==> config.mk <==
export PLATFORM = sky130hd
export DESIGN_NAME = bfsp_ram
export DESIGN_NICKNAME = d
export VERILOG_FILES = /design/src/hw/rtl/bfsp_ram.sv
export SDC_FILE = /design/constraint.sdc
export NUM_CORES = 1
export LEC_CHECK = 0
export ABC_AREA = 1
export BUFFER_PORTS_ARGS = -buffer_cell sky130_fd_sc_hd__buf_2
export CAP_MARGIN = 25
export CORE_ASPECT_RATIO = 0.7
export CORE_MARGIN = 10
export CORE_UTILIZATION = 50
export CTS_CLUSTER_SIZE = 12
export DETAILED_ROUTE_END_ITERATION = 16
export PLACE_DENSITY = 0.73
export SLEW_MARGIN = 25
export SYNTH_ARGS = -nofsm -noshare
export SYNTH_HDL_FRONTEND = slang
export SYNTH_SLANG_ARGS = --single-unit
==> constraint.sdc <==
create_clock -name clk_i -period 4.1 [get_ports clk_i]
set_input_delay 1.23 -clock clk_i [delete_from_list [all_inputs] [get_ports clk_i]]
set_output_delay 1.23 -clock clk_i [all_outputs]
set_load 0.05 [all_outputs]
==> src/hw/rtl/bfsp_ram.sv <==
`timescale 1ns / 1ps
// ----------------------------------------------------------------------------
// bfsp_ram
// Single write port, single registered read port RAM.
// ----------------------------------------------------------------------------
module bfsp_ram #(
  parameter int Width = 8,
  parameter int Depth = 16
) (
  input  logic                     clk_i,
  input  logic                     we_i,
  input  logic [$clog2(Depth)-1:0] waddr_i,
  input  logic [Width-1:0]         wdata_i,
  input  logic [$clog2(Depth)-1:0] raddr_i,
  output logic [Width-1:0]         rdata_o
);

  logic [Width-1:0] mem [Depth];

  always_ff @(posedge clk_i) begin
    if (we_i) begin
      mem[waddr_i] <= wdata_i;
    end
  end

  always_ff @(posedge clk_i) begin
    rdata_o <= mem[raddr_i];
  end

endmodule
; Yosys cells after proc, flatten, opt, wreduce, memory -nomap -nowiden
; Memories as Yosys holds them, arrays and structs flattened. A register that Yosys moved wholly into a read port is not among the register bits.
; Cells that the tools add are included.
[word_totals]
mem_count = 1
mem_bits_rw = 128
register_bits = 0
word_cells = 3
out_inout_bits = 8
[classes]
mux = 2
[mem_list]
columns = name, depth, width, rd, rd_clocked_by_memory_dff, write_ports, line_no
row1 = mem, 16, 8, 1, 1, 1, 18  ; logic [Width-1:0] mem [Depth];
[op_table]
columns = operator, n
row1 = 2-to-1 mux 1 bit, 2

; Depth between registers and ports, before layout
[depth]
depth_word = 2
mapped_depth = 8

; Worst setup path after synthesis
; No wires, ideal clock.
[synth_timing]
kind = input -> register
from = in waddr_i[2]
to = mem mem[10][0], enable pin
setup_ns = 0.370
slack_ns = 1.919
path_stages = 2
required_ns = 3.730
n_path_buf = 0
arrival_time_ns = 1.811
cell_sequence = nand3b_1 > nor2_1
[synth_rtl]
columns = element, line_no
row1 = "start, declared", 12  ; input logic [$clog2(Depth)-1:0] waddr_i,
row2 = "end, declared", 18
; Straight into the memory's write port.

==> summary.md <==
| Metric | Value |
|---|---|
| Fin. Hold Viols | 0 |
| Setup CP Type | input port to flip-flop |
| Multi-input gate area | 1210 sq um |
| Clk buf depth | 2 |
| Post-Route Setup TNS | 0 ns |
| Die span in y | 110 um |
| Routed via count | 3885 |
| Synth top cells by count | nand2_1, edfxtp_1, inv_1 |
| YS warnings | 0 |
| Net Count, Synth | ~570 |
| Detailed placement HPWL | ~8400 um |
| Crit-path max FO | 64 |
| Design Power | ~3.2 mW |
| Rel. slew slack | 33.1% |
| Sw frac | 21.8% |
| Top cells by area, synth | edfxtp_1, nand2_1, nand3_1 |
| Sequential area share after synthesis | 69.4% |
| Synth top area share | 66.7% |
| Fin Clk Skew | roughly 0.0035 ns |
| Max_cap viols | 0 |
| H-tree levels | 4 |
| Initial Util | 51.8% |
| Post-synth EDFFs | 128 |
| Rows | 32 |
| Count of pins over their slew limit | 0 |
| Die ar. | 16300 sq um |
| Mapped Cells | 551 |
| Routability cong. | around 0.86 |
| Clk sinks | about 140 |
| Filler Cells Inserted | around 900 |
| Post-DRT Antenna Nets | 0 |
| DR pass1 iterations | 5 |
| Combinational power share | between 6 and 7% |
| # IOs | 26 |
| Power Dens Cells | 499 nW/um^2 |
| Clock root buffer | clkbuf_16 |
| Avg Cell Area, Syn | 10.5 sq um |
| Vias in the first global route | 3668 |
| DR vias/cell | 5.25 |
| Leakage power | approximately 2.8 nW |
| Wire length on met1 | 5950 um |
| Chip Width | 148 um |
| Final setup fails | 0 |
| NetSw | 0.706 mW |
| DR top layer | met5 |
| Min-Delay Path Class | flip-flop to flip-flop |
| Clk pwr share | a little under half |
| Cell taking the most area after synthesis | edfxtp_1 |
| Async set-or-reset flop fraction in the synthesized netlist | 0% |
| CTS tree | built |
| Register bit count reported by yosys | between 100 and 150 |
| Worst-Skew Late Latency | 0.41 ns |
| DR WL met2 | 5520 um |
| RSZ-0062 raised after global routing | no |
| Initial antenna violation count | 1 |
| Post-CTS Setup Inserts | 0 |
| Most frequent cell after synthesis | nand2_1 |
| Core ar. | 11100 sq um |
| Top FF cell, synth | edfxtp_1 |
| Nets@finish | 592 |
| Final period util | 63.0% |
| Max Fclk | roughly 390 MHz |
| Crit path time final | 2.58 ns |
| Buffers added on ports | 25 |
| First-pass GRT wire length | 20900 um |
| Storage cell area | 4000 sq um |
| GRT Total Usage | 17.2% |
| Critical path arrival | 2.88 ns |
| Share of cells above drive strength 1 | 9.37% |
| Clock slew at reported path FFs | 0.05 ns |
| Cts hold-fix bufs | 0 |
| Total gr overflow | 0 |
| Layout Area Growth over Synthesis | 12.8% |
| Initial DRC count | 439 |
| Largest net degree at the start of global routing | 65 |
| Routed WL per cell | between 15 and 20 um |
| Netlist cell types | 12 |
| Peak VDD IR | about 0.00035 V |
| DRC violations left | 0 |
| CTS resizes | 0 |
| Total routed wirelength | 13200 um |
| Mapped cell area | roughly 5800 sq um |
| Diode count | 0 |
| CP required | 4.40 ns |
| Int Power | 2.54 mW |
| CP Capture Type | flip-flop |
| Num CTS Buffers | 17 |
| Seq pwr share | 48.3% |
| CP startpoint kind | input port |
| Outcome | completed |
| Met3 Routed Length | 1490 um |
| Worst Max-Slew Pin Slew | 1.00 ns |
==> through the flow <==
stage	util, %	instances	setup WS, ns	instance area, sq um	hold WS, ns
final	58.5	740	1.52	6510	0.656
after global routing	58.5	740	1.39	6510	0.752
after detailed placement	53.4	708	1.19	5940	0.638
after floorplan	-	551	1.92	5770	0.607
after CTS	58.5	740	1.58	6510	0.660
after global placement	53.4	708	1.24	5940	0.641
==> critical path, stage by stage <==
cell and delay (ns):
buf_2 0.30, inv_2 0.12, buf_4 0.55, nand2_1 0.14, nand3_1 0.10, nand3_1 0.13
nand3_1 0.19, nand2_1 0.08
==> area by class of cell <==
class	instances	share of cell area, %
clock buffers	18	6.60
clock inverters	14	2.12
inverters	102	5.88
multi-input cells	289	18.7
flip-flops and latches	136	61.5
well taps	153	2.94
repair buffers	28	2.27
==> final timing paths <==
path / startpoint / to / slack, ns / cells after the start
setup / recovery: raddr_i[0] / rdata_o[7]$_DFF_P_ / 1.52 / 8
hold reg to reg: mem[2][4]$_DFFE_PP_ / rdata_o[4]$_DFF_P_ / 0.66 / 6
setup reg to reg: mem[3][7]$_DFFE_PP_ / rdata_o[7]$_DFF_P_ / 3.00 / 6
hold / removal: mem[2][4]$_DFFE_PP_ / rdata_o[4]$_DFF_P_ / 0.66 / 6
==> layer usage <==
metal / global-route usage (%) / up-vias
met5: 0 / -
met3: 5.95 / 31
met4: 6.28 / 2
met1: 24.3 / 1824
met2: 23.8 / 205
li1: - / 1823
==> power groups by stage <==
stage / registers (mW) / clock network [mW] / logic, mW
after floorplan: 1.62 / 0 / 0.110
after global placement: 1.59 / 0 / 0.206
after detailed placement: 1.60 / 0 / 0.210
after CTS: 1.57 / 1.47 / 0.212
after global routing: 1.57 / 1.55 / 0.233
final: 1.57 / 1.47 / 0.212
==> cells by family after synthesis <==
family / share of synthesized area (%)
buffers and inverters: 9.52
flip-flops: 69.4
AND/OR/NAND/NOR: 21.0
==> flip-flops by register name (all words and copies together) (netlist names) <==
register  cells
mem         128
rdata_o       8
==> cell usage in the layout, fill, tap and decap left out <==
cell,n
buf_2,25
dfxtp_1,8
nand3b_1,2
clkinv_2,5
inv_1,100
inv_2,2
bufinv_16,3
nor2_1,17
buf_4,3
edfxtp_1,128
clkbuf_16,17
clkinv_1,6
clkbuf_1,1
nand2_1,173
nand3_1,97
(Power assumes the default switching activity.)
